--- src/rtl/bdc_pkg.sv ---
package bdc_pkg;

	// Tick counter width; comparisons use the full counter value.
	localparam int TICK_BITS = 32;
	localparam int DIV_CNT_W = $clog2(TICK_BITS);
	localparam int CFG_IDX_W = 3;
	localparam int CFG_DATA_W = 16;
	localparam int THR_W = 16;
	localparam int NUM_EVB = 6;

	// Event mask bit positions, in emission order.
	localparam int EVB_PRESS   = 0;
	localparam int EVB_RELEASE = 1;
	localparam int EVB_HOLD    = 2;
	localparam int EVB_LONG    = 3;
	localparam int EVB_SERIAL  = 4;
	localparam int EVB_MULTI   = 5;

	localparam logic MODE_TICK  = 1'b0;
	localparam logic MODE_LEVEL = 1'b1;

	typedef enum logic [3:0] {
		EV_PRESS     = 4'd0,
		EV_RELEASE   = 4'd1,
		EV_HOLD      = 4'd2,
		EV_LONG_HOLD = 4'd3,
		EV_SERIAL    = 4'd4,
		EV_SINGLE    = 4'd5,
		EV_DOUBLE    = 4'd6,
		EV_TRIPLE    = 4'd7,
		EV_QUAD      = 4'd8,
		EV_FIVEFOLD  = 4'd9
	} evt_code_t;

	typedef enum logic [CFG_IDX_W-1:0] {
		CFG_ACTIVE_LEVEL  = 3'd0,
		CFG_BUTTON_ID     = 3'd1,
		CFG_BOUNCE        = 3'd2,
		CFG_HOLD          = 3'd3,
		CFG_LONG_HOLD     = 3'd4,
		CFG_SERIAL_START  = 3'd5,
		CFG_SERIAL_PERIOD = 3'd6,
		CFG_CLICK_GAP     = 3'd7
	} cfg_idx_t;

	typedef enum logic [2:0] {
		ST_IDLE,
		ST_EVAL,
		ST_DIV,
		ST_LOAD,
		ST_EMIT
	} state_t;

	typedef struct packed {
		logic mode;
		logic level;
	} item_t;

	typedef struct packed {
		logic [3:0] event_code;
		logic [7:0] source_id;
		logic       last;
	} evt_t;

endpackage

--- src/rtl/button_debounce_click_classifier.sv ---
// Button debounce and multi-click classifier.
//
// item channel (item_valid / item_stall / item): one request per timer tick
// (mode 0) or raw level change (mode 1, new level in item.level).
// evt channel (evt_valid / evt_stall / evt): zero to four events per tick,
// in order press/release, hold, long hold, serial, then the multi-click
// verdict; evt.last marks the final event of a tick.
// cfg channel (cfg_valid / cfg_ready / cfg_index / cfg_data): register
// writes, taken only while the block is idle and no request is offered.
//
// Timing: a level change is absorbed in the accept cycle, so level changes
// can follow each other every cycle. A tick passes through an evaluation
// state, then through the restoring remainder unit, which steps over all
// TICK_BITS dividend bits, when a serial repeat is possible (pressed, past
// serial start, nonzero period), then a load and a present state per event.
// item_stall stays high from the accepted tick until the last event is taken,
// including any output stall time. The remainder unit sets the worst case.
// A stalled event simply holds.
// Reset: released, counters cleared, raw level at the inactive level,
// registers at their defaults.
module button_debounce_click_classifier (
	input  logic                        clk,
	input  logic                        arst_n,
	input  logic                        item_valid,
	output logic                        item_stall,
	input  bdc_pkg::item_t              item,
	output logic                        evt_valid,
	input  logic                        evt_stall,
	output bdc_pkg::evt_t               evt,
	input  logic                        cfg_valid,
	output logic                        cfg_ready,
	input  logic [bdc_pkg::CFG_IDX_W-1:0]  cfg_index,
	input  logic [bdc_pkg::CFG_DATA_W-1:0] cfg_data
);
	import bdc_pkg::*;

	// configuration registers
	logic             active_level_q;
	logic [7:0]       button_id_q;
	logic [THR_W-1:0] bounce_q, hold_q, long_hold_q;
	logic [THR_W-1:0] serial_start_q, serial_period_q, click_gap_q;

	// button state
	logic                 raw_level_q;
	logic                 pressed_q;
	logic [TICK_BITS-1:0] tick_count_q;
	logic [7:0]           click_q;

	// sequencer and work registers
	state_t               state_q, state_next;
	logic [NUM_EVB-1:0]   ev_q;
	logic [3:0]           multi_code_q;
	logic [TICK_BITS-1:0] div_q;
	logic [THR_W-1:0]     rem_q;
	logic [DIV_CNT_W-1:0] div_cnt_q;
	evt_t                 evt_q;

	logic item_acc, evt_acc, cfg_acc;

	// evaluation of one tick
	logic               bounce_hit, now_pressed, chg, pressed_new;
	logic [7:0]         click_inc;
	logic               gap_hit, serial_cand;
	logic [NUM_EVB-1:0] ev_eval;

	// remainder step
	logic [THR_W:0]   rem_shift, rem_step;
	logic             rem_ge, div_done, serial_hit;

	// event pick
	logic [NUM_EVB-1:0] pick_oh;
	logic [3:0]         pick_code;

	assign item_acc = item_valid && !item_stall;
	assign evt_acc  = evt_valid && !evt_stall;
	assign cfg_acc  = cfg_valid && cfg_ready;

	always_comb begin
		bounce_hit  = tick_count_q == TICK_BITS'(bounce_q);
		now_pressed = raw_level_q == active_level_q;
		chg         = bounce_hit && (now_pressed != pressed_q);
		pressed_new = chg ? now_pressed : pressed_q;
		click_inc   = click_q + 8'(chg && now_pressed);
		gap_hit     = tick_count_q >= TICK_BITS'(click_gap_q);
		serial_cand = pressed_new && (tick_count_q >= TICK_BITS'(serial_start_q))
			&& (serial_period_q != '0);
		ev_eval              = '0;
		ev_eval[EVB_PRESS]   = chg && now_pressed;
		ev_eval[EVB_RELEASE] = chg && !now_pressed;
		ev_eval[EVB_HOLD]    = pressed_new && (tick_count_q == TICK_BITS'(hold_q));
		ev_eval[EVB_LONG]    = pressed_new && (tick_count_q == TICK_BITS'(long_hold_q));
		ev_eval[EVB_MULTI]   = gap_hit && !pressed_new
			&& (click_inc >= 8'd1) && (click_inc <= 8'd5);
	end

	// one restoring remainder step per cycle, dividend MSB first
	always_comb begin
		rem_shift  = {rem_q, div_q[TICK_BITS-1]};
		rem_ge     = rem_shift >= {1'b0, serial_period_q};
		rem_step   = rem_ge ? (rem_shift - {1'b0, serial_period_q}) : rem_shift;
		div_done   = div_cnt_q == '0;
		serial_hit = rem_step == '0;
	end

	// lowest pending event bit goes out first
	always_comb begin
		pick_oh   = ev_q & (~ev_q + NUM_EVB'(1));
		pick_code = 4'(EV_PRESS);
		for (int i = 0; i < NUM_EVB; i++) begin
			if (pick_oh[i]) begin
				pick_code = (i == EVB_MULTI) ? multi_code_q : 4'(i);
			end
		end
	end

	// next state
	always_comb begin
		state_next = state_q;
		unique case (state_q)
			ST_IDLE: begin
				if (item_acc && item.mode == MODE_TICK) state_next = ST_EVAL;
			end
			ST_EVAL: begin
				if (serial_cand) state_next = ST_DIV;
				else if (ev_eval != '0) state_next = ST_LOAD;
				else state_next = ST_IDLE;
			end
			ST_DIV: begin
				if (div_done) begin
					if (ev_q != '0 || serial_hit) state_next = ST_LOAD;
					else state_next = ST_IDLE;
				end
			end
			ST_LOAD: state_next = ST_EMIT;
			ST_EMIT: begin
				if (evt_acc) state_next = (ev_q != '0) ? ST_LOAD : ST_IDLE;
			end
			default: state_next = ST_IDLE;
		endcase
	end

	// handshake outputs; a pending request keeps register writes out
	always_comb begin
		item_stall = state_q != ST_IDLE;
		cfg_ready  = (state_q == ST_IDLE) && !item_valid;
		evt_valid  = state_q == ST_EMIT;
	end

	assign evt = evt_q;

	always_ff @(posedge clk or negedge arst_n) begin
		if (!arst_n) begin
			state_q         <= ST_IDLE;
			active_level_q  <= 1'b0;
			button_id_q     <= 8'd0;
			bounce_q        <= THR_W'(5);
			hold_q          <= THR_W'(100);
			long_hold_q     <= THR_W'(300);
			serial_start_q  <= THR_W'(100);
			serial_period_q <= THR_W'(10);
			click_gap_q     <= THR_W'(30);
			raw_level_q     <= 1'b1;
			pressed_q       <= 1'b0;
			tick_count_q    <= '0;
			click_q         <= '0;
			ev_q            <= '0;
			div_cnt_q       <= '0;
		end else begin
			state_q <= state_next;

			if (cfg_acc) begin
				unique case (cfg_idx_t'(cfg_index))
					CFG_ACTIVE_LEVEL: begin
						active_level_q <= cfg_data[0];
						raw_level_q    <= ~cfg_data[0];
					end
					CFG_BUTTON_ID:     button_id_q     <= cfg_data[7:0];
					CFG_BOUNCE:        bounce_q        <= cfg_data;
					CFG_HOLD:          hold_q          <= cfg_data;
					CFG_LONG_HOLD:     long_hold_q     <= cfg_data;
					CFG_SERIAL_START:  serial_start_q  <= cfg_data;
					CFG_SERIAL_PERIOD: serial_period_q <= cfg_data;
					CFG_CLICK_GAP:     click_gap_q     <= cfg_data;
					default: ;
				endcase
			end

			unique case (state_q)
				ST_IDLE: begin
					if (item_acc) begin
						if (item.mode == MODE_LEVEL) begin
							raw_level_q  <= item.level;
							tick_count_q <= '0;
						end else begin
							tick_count_q <= tick_count_q + TICK_BITS'(1);
						end
					end
				end
				ST_EVAL: begin
					pressed_q <= pressed_new;
					click_q   <= gap_hit ? 8'd0 : click_inc;
					ev_q      <= ev_eval;
					div_cnt_q <= DIV_CNT_W'(TICK_BITS - 1);
				end
				ST_DIV: begin
					div_cnt_q <= div_cnt_q - DIV_CNT_W'(1);
					if (div_done) ev_q[EVB_SERIAL] <= serial_hit;
				end
				ST_LOAD: ev_q <= ev_q & ~pick_oh;
				ST_EMIT: ;
				default: ;
			endcase
		end
	end

	// payload registers
	always_ff @(posedge clk) begin
		if (state_q == ST_EVAL) begin
			multi_code_q <= 4'(EV_SERIAL) + click_inc[3:0];
			div_q        <= tick_count_q;
			rem_q        <= '0;
		end else if (state_q == ST_DIV) begin
			div_q <= div_q << 1;
			rem_q <= rem_step[THR_W-1:0];
		end
		if (state_q == ST_LOAD) begin
			evt_q.event_code <= pick_code;
			evt_q.source_id  <= button_id_q;
			evt_q.last       <= (ev_q & ~pick_oh) == '0;
		end
	end

	a_tick_to_eval: assert property (@(posedge clk) disable iff (!arst_n)
		item_acc && item.mode == MODE_TICK |=> state_q == ST_EVAL)
		else $error("tick did not enter evaluation");

	a_level_clears: assert property (@(posedge clk) disable iff (!arst_n)
		item_acc && item.mode == MODE_LEVEL |=> tick_count_q == '0 && state_q == ST_IDLE)
		else $error("level change did not clear tick counter");

	a_div_period: assert property (@(posedge clk) disable iff (!arst_n)
		state_q == ST_DIV |-> serial_period_q != '0)
		else $error("remainder unit running with zero period");

	a_last_ends: assert property (@(posedge clk) disable iff (!arst_n)
		evt_acc && evt.last |=> state_q == ST_IDLE)
		else $error("events continue after last");

	a_more_pending: assert property (@(posedge clk) disable iff (!arst_n)
		evt_acc && !evt.last |=> state_q == ST_LOAD)
		else $error("pending events dropped");

endmodule
--- config.mk ---
export PLATFORM = sky130hd
export DESIGN_NAME = button_debounce_click_classifier
export DESIGN_NICKNAME = d
export VERILOG_FILES = /design/src/rtl/bdc_pkg.sv /design/src/rtl/button_debounce_click_classifier.sv
export SDC_FILE = /design/constraint.sdc
export NUM_CORES = 1
export LEC_CHECK = 0
export ABC_AREA = 1
export BUFFER_PORTS_ARGS = -buffer_cell sky130_fd_sc_hd__buf_2
export CAP_MARGIN = 20
export CORE_ASPECT_RATIO = 1.75
export CORE_MARGIN = 3
export CORE_UTILIZATION = 55
export CTS_CLUSTER_DIAMETER = 150
export DETAILED_ROUTE_END_ITERATION = 6
export GPL_TIMING_DRIVEN = 0
export HOLD_SLACK_MARGIN = 0.12
export PLACE_DENSITY_LB_ADDON = 0.05
export SLEW_MARGIN = 20
export SYNTH_ARGS = -nofsm -noshare
export SYNTH_HDL_FRONTEND = slang
export SYNTH_SLANG_ARGS = --single-unit
export TNS_END_PERCENT = 100
--- constraint.sdc ---
create_clock -name clk -period 3 [get_ports clk]
set_input_delay 0.15 -clock clk [delete_from_list [all_inputs] [get_ports clk]]
set_output_delay 0.15 -clock clk [all_outputs]
set_load 0.005 [all_outputs]
==> results of run 1 <==
[path summary, 6_finish.rpt]
check	end	cells after the start
worst max-delay path	state_q[0]	27
worst min-delay path	serial_period_q[5]	3
worst max register to register	state_q[0]	27
worst min register to register	tick_count_q[23]	1
max in group asynchronous	tick_count_q[16]	3
min in group asynchronous	serial_period_q[5]	2
[cells by family (layout without fill, tap and decap cells)]
logic type,after synthesis,count (layout),share of synthesized area (%)
xor+xnor,39,39,2.78
compound gates,291,291,13.0
fa+ha+maj,56,56,5.76
buf+inv,252,401,8.00
simple gates,668,668,22.9
flops,226,226,47.6
[power by group through the flow]
stage | Combinational, W | Clock (W) | Sequential (W)
after floorplan | 0.00399 | 0 | 0.00498
after global placement | 0.00523 | 0 | 0.00518
after detailed placement | 0.00541 | 0 | 0.00520
after CTS | 0.00570 | 0.00309 | 0.00512
after global routing | 0.00656 | 0.00321 | 0.00527
final | 0.00582 | 0.00305 | 0.00514
[cells in the final DEF, fill, tap and decap left out, types with 35 or more instances in the layout]
master,count
sky130_fd_sc_hd__nand3_1,68
sky130_fd_sc_hd__dfrtp_1,130
sky130_fd_sc_hd__o21ai_0,182
sky130_fd_sc_hd__nand2_1,410
sky130_fd_sc_hd__buf_2,40
sky130_fd_sc_hd__edfxtp_1,49
sky130_fd_sc_hd__nor2_1,82
sky130_fd_sc_hd__a21oi_1,59
sky130_fd_sc_hd__buf_4,44
sky130_fd_sc_hd__ha_1,50
sky130_fd_sc_hd__clkbuf_1,35
sky130_fd_sc_hd__inv_1,183
[area by class of cell]
| type | instances | area [µm²] | area share (%) |
|---|---|---|---|
| flip-flops and latches | 226 | 5860 | 40.3 |
| clock buffers | 30 | 652 | 4.48 |
| clock inverters | 11 | 149 | 1.02 |
| repair buffers | 114 | 876 | 6.02 |
| multi-input cells | 1054 | 5650 | 38.8 |
| inverters | 203 | 767 | 5.27 |
| well taps | 292 | 365 | 2.51 |
| plain buffers | 43 | 231 | 1.59 |
[worst min-delay path, stage by stage]
cell and delay [ns]:
sky130_fd_sc_hd__buf_2 0.08, sky130_fd_sc_hd__inv_1 0.18, sky130_fd_sc_hd__o21ai_0 0.21
[Yosys cell counts, types with 10 or more instances]
cell                       instances  share of area (%)
sky130_fd_sc_hd__nor3_1           20               0.81
sky130_fd_sc_hd__nor2_2           11               0.56
sky130_fd_sc_hd__dfstp_2          19                4.1
sky130_fd_sc_hd__nand2_1         423                 13
sky130_fd_sc_hd__inv_2            12               0.37
sky130_fd_sc_hd__dfxtp_1          16                2.6
sky130_fd_sc_hd__ha_1             55                5.6
sky130_fd_sc_hd__clkbuf_1         36                1.1
sky130_fd_sc_hd__xor2_1           10               0.71
sky130_fd_sc_hd__o21ai_0         182                7.4
sky130_fd_sc_hd__a22o_1           11               0.78
sky130_fd_sc_hd__nand3_1          70                2.9
sky130_fd_sc_hd__nand4_1          13               0.66
sky130_fd_sc_hd__inv_1           190                5.8
sky130_fd_sc_hd__nor2_1           94                2.9
sky130_fd_sc_hd__a21oi_1          59                2.4
sky130_fd_sc_hd__dfrtp_1         142                 29
sky130_fd_sc_hd__edfxtp_1         49                 12
sky130_fd_sc_hd__xnor2_1          29                2.1
[layer usage]
layer / vias to the layer above / routed length, µm / track usage, %
met5: - / 0 / 0
met4: 0 / 1790 / 13.2
met3: 100 / 996 / 2.77
met2: 223 / 18300 / 53.7
met1: 5106 / 13400 / 32.1
li1: 5268 / - / -
[stage by stage]
step / cell area [µm²] / hold slack [ns] / utilization [%] / TNS (ns) / power [W]
3_3_place_gp: 12900 / 0.386 / 59.1 / -112.55 / 0.0104
4_1_cts: 14300 / 0.125 / 65.7 / -0.262 / 0.0139
6_report: 14600 / 0.141 / 66.9 / -0.203 / 0.0140
3_5_place_dp: 12900 / 0.148 / 59.4 / -2.29 / 0.0106
5_1_grt: 14600 / 0.180 / 66.9 / -0.955 / 0.0150
2_1_floorplan: 12300 / -0.146 / - / 0 / 0.00897
[registers in the layout, summed over array words and instances, names as in the netlist, 5 cells and up]
register / flops
serial_period_q: 16
evt: 13
rem_q: 16
div_q: 32
div_cnt_q: 5
ev_q: 6
tick_count_q: 32
click_q: 8
bounce_q: 16
serial_start_q: 16
button_id_q: 8
hold_q: 16
long_hold_q: 16
click_gap_q: 16
[what timing repair did]
item | in CTS | in global routing
endpoints found under the hold margin | 149 | 0
pin swaps | 16 | 23
resized for setup | 47 | 33
setup buffers | 24 | 20
hold buffers | 26 | 0
setup endpoints to repair | 5 | 4
==> implementation parameters, run 1 <==
Parameter                              Value

Timing
  Ratio of final minimum period to clock period ... 104%
  Final setup slack of the worst path ... -0.113 ns
  Min cycle time layout ... 3.11 ns
  Slew at the pin closest to its max-slew limit ... 0.877 ns
  Setup repair after global routing missed its margin ... yes
  Count of pins over their slew limit ... 0
  Final Hold Fails ... 0
  Worst slew margin relative to its limit ... around 42%
  Endpoints failing setup ... 2
  Layout Skew ... roughly 0.017 ns
  Maximum achievable frequency ... 0.321 GHz

Global route
  Wire length of the first global-routing pass ... roughly 55000 µm
  Antenna violations before repair ... 0
  Total track usage ... ~29%
  Global-route congestion overflow total ... 0
  Pin count of the biggest net entering global routing ... 93
  Via count of the first global-routing pass ... 10700

CTS
  Clock sinks ... ~230
  Clk Tree Root Cell ... sky130_fd_sc_hd__clkbuf_16
  Clock-pin slew of the registers on the worst-case setup and hold paths ... 0.07 ns
  Max H-tree Level ... 1
  Clock latency on the worst-skew pair ... 0.52 ns
  Clock tree from TritonCTS ... done
  TritonCTS buffer count ... 23
  Maximum clock path buffer count ... 3

Setup path
  Worst path buffer plus inverter count ... 4
  Slowest CP cell ... sky130_fd_sc_hd__dfrtp_1
  Endpoint kind of the worst setup timing path ... flip-flop
  Startpoint of the lowest-slack register-to-register path ... tick_count_q[9]
  Worst endpoint required time ... around 3.4 ns
  Biggest cell delay along the critical path ... about 0.37 ns
  First element of the critical path ... tick_count_q[9]
  Data arrival time at the worst-slack endpoint ... 3.55 ns
  Crit-path max FO ... 4
  Worst path top cell family by delay ... simple AND/OR/NAND/NOR gates
  Crit path top cell by count ... sky130_fd_sc_hd__nand2_1
  Minimum setup slack among reg-to-reg paths ... -0.11 ns
  Type of element launching the critical path ... flip-flop
  Worst Setup Path Type ... reg2reg

Cells and area
  Nets@finish ... about 1700
  Ratio of cells with drive above 1 in the final layout ... 15.1%
  Antenna cell count ... 0
  FILL cells ... approximately 1900
  Non-filler cells, final ... 1973
  Layout Area Growth over Synthesis ... 18.4%

Floorplanning
  Initial core utilization ... 56.5%
  DIE WIDTH ... around 120 µm
  Standard-cell rows ... 71
  Vertical die dimension ... 204 µm
  Count of boundary I/O pins ... 42
  Area of the core ... 21800 µm²
  Die Area ... 24200 µm²

Pwr
  Net switching power ... roughly 0.0057 W
  Sequential Power Share ... between 30% and 40%
  Proportion of power drawn by combinational gates ... 41.6%
  Part of the total power dissipated in the clock network ... between 20% and 30%
  Switching share of power ... 40.4%
  Power Dens Cells ... 963 nW/µm²
  Static leakage ... between 6 and 7 nW
  Cell internal pwr ... about 0.0084 W
  Worst IR drop on VDD ... 0.000593 V

Status
  Result of the run ... complete, but fails checks
  Violated checks ... negative setup slack

Place
  Post-placement setup slack ... -0.843 ns
  Inst Count DP ... 1868
  DP Wirelength ... 25300 µm
  Final estimated routing congestion in global placement ... 0.938
  Port Buf Inserts ... 41

Drt
  Number of violations reported at the end of detailed-routing iteration 0 ... 672
  Total via count after detailed routing ... 10700
  Wire length after detailed routing ... 34500 µm
  Remaining design rule violation count ... 0
  Number of nets still failing antenna checks after routing ... 0
  Routed wire per std cell ... 17.5 µm
  Vias per cell ... 5.42
  Count of TritonRoute iterations in the first routing pass ... 5

Synthesis
  Synthesized area divided by synthesized cell count ... 8.02 µm²
  Synth Warn # ... 0
  Primary FF master, synth ... sky130_fd_sc_hd__dfrtp_1
  Flops & latches, synth ... 226
  Post-synth EDFFs ... 49
  Sequential fraction of the synthesis area ... roughly 48%
  Synthesized area ... 12300 µm²
  Async set-or-reset flop fraction in the synthesized netlist ... 71.2%
  Net Count, Synth ... 1614
  Synthesized instance count ... 1532
  Count of cell types in the netlist ... 56

Min path
  Class of the most critical hold timing path ... in2reg
  Worst Hold Launch ... cfg_data[5]

Run
  Max-cap check violation count ... 0
(Power assumes the default switching activity.)
==> run 2: changes to the inputs <==
--- a/config.mk
+++ b/config.mk
@@ -9,8 +9,8 @@
 export BUFFER_PORTS_ARGS = -buffer_cell sky130_fd_sc_hd__buf_2
 export CAP_MARGIN = 20
 export CORE_ASPECT_RATIO = 1.75
-export CORE_MARGIN = 3
 export CORE_UTILIZATION = 55
+export CTS_BUF_LIST = sky130_fd_sc_hd__clkbuf_16
 export CTS_CLUSTER_DIAMETER = 150
 export DETAILED_ROUTE_END_ITERATION = 6
 export GPL_TIMING_DRIVEN = 0
==> constraint.sdc (replaced) <==
create_clock -name clk -period 3.61 [get_ports clk]
set_input_delay 0.1805 -clock clk [delete_from_list [all_inputs] [get_ports clk]]
set_output_delay 0.1805 -clock clk [all_outputs]
set_load 0.005 [all_outputs]
==> run 2 against run 1 <==
  * The run now ends clean
  * Routed wire length shrank 1.8%
  * Sequential share of layout area grew 1.8 points
  * Hold slack gained 0.0013 ns
  * Flip-flop and latch count is the same
  * Combinational power shrank 20%
  * Global-route usage grew 2.3 points
  * Maximum frequency shrank 7.0%
==> implementation parameters, run 2 (synthesis gave the netlist of run 1 again) <==
Parameter                              Value

Drt
  Remaining design rule violation count ... 0 (unchanged)
  Wire length after detailed routing ... 33900 µm (-1.8%)
  Number of violations reported at the end of detailed-routing iteration 0 ... 758 (+13%)
  Number of nets still failing antenna checks after routing ... 0 (unchanged)
  Total via count after detailed routing ... 10600 (-1.1%)
  Vias per cell ... 5.48 (+1.0%)
  Count of TritonRoute iterations in the first routing pass ... 5 (unchanged)
  Routed wire per std cell ... 17.6 µm (+0.29%)

Floorplanning
  Initial core utilization ... 55.9% (-0.56 points)
  Die Area ... 23000 µm² (-5.3%)
  Area of the core ... 22000 µm² (+0.99%)
  Standard-cell rows ... 72 (+1.4%)
  Vertical die dimension ... 200 µm (-2.0%)
  DIE WIDTH ... 115 µm (-3.4%)
  Count of boundary I/O pins ... 42 (unchanged)

Setup path
  Length in cells of the worst reg-to-reg path ... 21 (-22%)
  Biggest cell delay along the critical path ... 0.60 ns (+0.23 ns)
  Worst path top cell family by delay ... simple AND/OR/NAND/NOR gates
  Worst flop-to-flop path endpoint ... state_q[1]
  Worst path buffer plus inverter count ... 1 (-3)
  Slowest CP cell ... sky130_fd_sc_hd__dfrtp_1
  Endpoint kind of the worst setup timing path ... flip-flop
  Worst endpoint required time ... 4.06 ns (+0.62 ns)
  Crit path top cell by count ... sky130_fd_sc_hd__nand2_1
  Worst Setup Path Type ... reg2reg
  Minimum setup slack among reg-to-reg paths ... 0.26 ns (+0.38 ns)
  CP cell instances ... xnor2_1 > nand2_1 > nor2_2 > nand3_2 > nor2_4 > ha_2 > ha_1 > nor2_1 > nor2_2 > inv_1 > ha_1 > nor3b_1 > nor3_2 > nand4_1 > nor2_1 > nand3_1 > nand2_1 > nor2_1 > nand3_1 > nand2_1 > nand2_1
  Startpoint of the lowest-slack register-to-register path ... tick_count_q[10]
  Crit-path max FO ... 8 (+4)
  Type of element launching the critical path ... flip-flop
  Data arrival time at the worst-slack endpoint ... 3.80 ns (+0.25 ns)

Cells and area
  Commonest non-fill, non-tap cell in the layout ... sky130_fd_sc_hd__nand2_1
  Final instance area ... 13900 µm² (-4.2%)
  Commonest cells after routing, fill and taps aside ... sky130_fd_sc_hd__nand2_1 (420), sky130_fd_sc_hd__inv_1 (196), sky130_fd_sc_hd__o21ai_0 (182)
  FILL cells ... 2005 (+7.1%)
  Layout Area Growth over Synthesis ... 13.4%
  Nets@finish ... 1701 (-2.6%)
  Antenna cell count ... 0 (unchanged)
  Non-filler cells, final ... 1931 (-2.1%)
  Regs by FF count ... div_q (32), tick_count_q (32)
  Ratio of cells with drive above 1 in the final layout ... 11.1% (-3.9 points)

Global route
  Total track usage ... 30.8% (+2.3 points)
  Wire length of the first global-routing pass ... 53400 µm (-2.8%)
  Pin count of the biggest net entering global routing ... 97 (+4.3%)
  Via count of the first global-routing pass ... 10400 (-2.8%)
  Antenna violations before repair ... 0 (unchanged)
  Met2 track utilization from global routing ... 56.1% (+2.4 points)
  Global-route congestion overflow total ... 0 (unchanged)
  Met3 usage ... 3.26% (+0.49 points)
  Grt peak-use layer ... met2
  Grt met1 use ... 33.2% (+1.1 points)

CTS
  Clock-pin slew of the registers on the worst-case setup and hold paths ... 0.07 ns (about the same)
  Clk Tree Root Cell ... sky130_fd_sc_hd__clkbuf_16
  Maximum clock path buffer count ... 3 (unchanged)
  Clock latency on the worst-skew pair ... 0.51 ns (about the same)
  TritonCTS buffer count ... 22 (-4.3%)
  Clock tree from TritonCTS ... done
  Clock sinks ... 226 (unchanged)
  Max H-tree Level ... 1 (unchanged)

Timing
  Maximum achievable frequency ... 0.299 GHz (-7.0%)
  Worst slew margin relative to its limit ... 44.8% (+3.3 points)
  Min cycle time layout ... 3.35 ns (+0.233 ns)
  Slew at the pin closest to its max-slew limit ... 0.828 ns (-0.0492 ns)
  Count of pins over their slew limit ... 0 (unchanged)
  Endpoints failing setup ... 0 (-2)
  Layout Skew ... 0.0137 ns (-0.00290 ns)
  Final Hold Fails ... 0 (unchanged)
  Ratio of final minimum period to clock period ... 92.7% (-11 points)

Pwr
  Power Dens Cells ... 811 nW/µm² (-16%)
  Power consumption ... 0.0113 W (-19%)
  Worst IR drop on VDD ... 0.000486 V (-18%)
  Static leakage ... 6.61 nW (-4.0%)

Min path
  Worst Hold Launch ... cfg_data[8]
  Hold Crit Depth ... 3 (unchanged)
  Class of the most critical hold timing path ... in2reg
  Worst min-delay path endpoint ... serial_start_q[8]

Place
  DP Wirelength ... 25500 µm (+0.83%)
  Placed standard-cell area ... 12900 µm² (about the same)
  Inst Count DP ... 1871 (+0.16%)
  Port Buf Inserts ... 41 (unchanged)
  Final estimated routing congestion in global placement ... 0.929 (-0.96%)

Run
  Max-cap check violation count ... 0 (unchanged)

Status
  Result of the run ... finished, final reports clean
run 2: cell types whose count changed in the layout (fill, tap and decap cells not counted), moves of 6 or more:
| cell | change |
|---|---|
| sky130_fd_sc_hd__buf_4 | -29 |
| sky130_fd_sc_hd__buf_6 | -6 |
| sky130_fd_sc_hd__clkbuf_8 | -6 |
| sky130_fd_sc_hd__dlygate4sd3_1 | -11 |
| sky130_fd_sc_hd__inv_1 | +13 |
| sky130_fd_sc_hd__inv_2 | -6 |
| sky130_fd_sc_hd__nand2_1 | +10 |
| sky130_fd_sc_hd__nand2_2 | -9 |
run 2: per-stage QoR:
stage | hold WS (ns) | TNS [ns] | utilization, % | setup WS (ns)
2_1_floorplan | -0.115 | 0 | - | 0.719
3_3_place_gp | 0.422 | -20.79 | 58.5 | -0.215
3_5_place_dp | 0.164 | -0.490 | 58.8 | -0.251
4_1_cts | 0.136 | 0 | 62.9 | 0.00400
5_1_grt | 0.146 | -0.0501 | 63.4 | -0.0275
6_report | 0.142 | 0 | 63.4 | 0.264
run 2: power breakdown:
part / leakage, nW / switching (W) / internal, W
clock network: 0.376 / 0.000993 / 0.00136
registers: 2.63 / 0.000594 / 0.00371
logic: 3.60 / 0.00301 / 0.00164
run 2: timing repair:
action,CTS,global route
hold buffers,15,0
cloned,0,0
endpoints found under the hold margin,102,0
pin swaps,0,2
gates resized for setup,12,20
endpoints found under the setup margin,2,3
buffers inserted,0,11
run 2: metal layers:
metal / vias to the layer above / part of all wire (%)
li1: 5166 / -
met1: 5021 / 38
met5: - / 0
met3: 114 / 3.5
met2: 273 / 52
met4: 0 / 7.4
run 2: cell type report:
type	instances	area, µm²	share of cell area [%]
clock inverter	17	150	1.08
clock buffer	23	576	4.13
tap	296	370	2.66
sequential	226	5860	42.0
multi-input combinational	1054	5510	39.6
timing repair buffer	69	503	3.61
inverter	203	762	5.47
buffer	43	208	1.49
run 2: worst max path at each step:
stage	endpoint	cells after the start	from
after floorplan	state_q[0]	23	tick_count_q[4]
after global placement	state_q[1]	24	tick_count_q[11]
after detailed placement	state_q[1]	22	tick_count_q[11]
after CTS	state_q[1]	25	tick_count_q[6]
after global routing	state_q[0]	27	tick_count_q[6]
final	state_q[1]	21	tick_count_q[10]
run 2: worst register-to-register path, stage by stage, from the launching register on:
cell and delay [ns]:
sky130_fd_sc_hd__dfrtp_1 0.60, sky130_fd_sc_hd__xnor2_1 0.17, sky130_fd_sc_hd__nand2_1 0.09, sky130_fd_sc_hd__nor2_2 0.25
sky130_fd_sc_hd__nand3_2 0.17, sky130_fd_sc_hd__nor2_4 0.13, sky130_fd_sc_hd__ha_2 0.19, sky130_fd_sc_hd__ha_1 0.19
sky130_fd_sc_hd__nor2_1 0.07, sky130_fd_sc_hd__nor2_2 0.13, sky130_fd_sc_hd__inv_1 0.08, sky130_fd_sc_hd__ha_1 0.20
sky130_fd_sc_hd__nor3b_1 0.14, sky130_fd_sc_hd__nor3_2 0.16, sky130_fd_sc_hd__nand4_1 0.10, sky130_fd_sc_hd__nor2_1 0.11
sky130_fd_sc_hd__nand3_1 0.12, sky130_fd_sc_hd__nand2_1 0.15, sky130_fd_sc_hd__nor2_1 0.05, sky130_fd_sc_hd__nand3_1 0.08
sky130_fd_sc_hd__nand2_1 0.06, sky130_fd_sc_hd__nand2_1 0.05
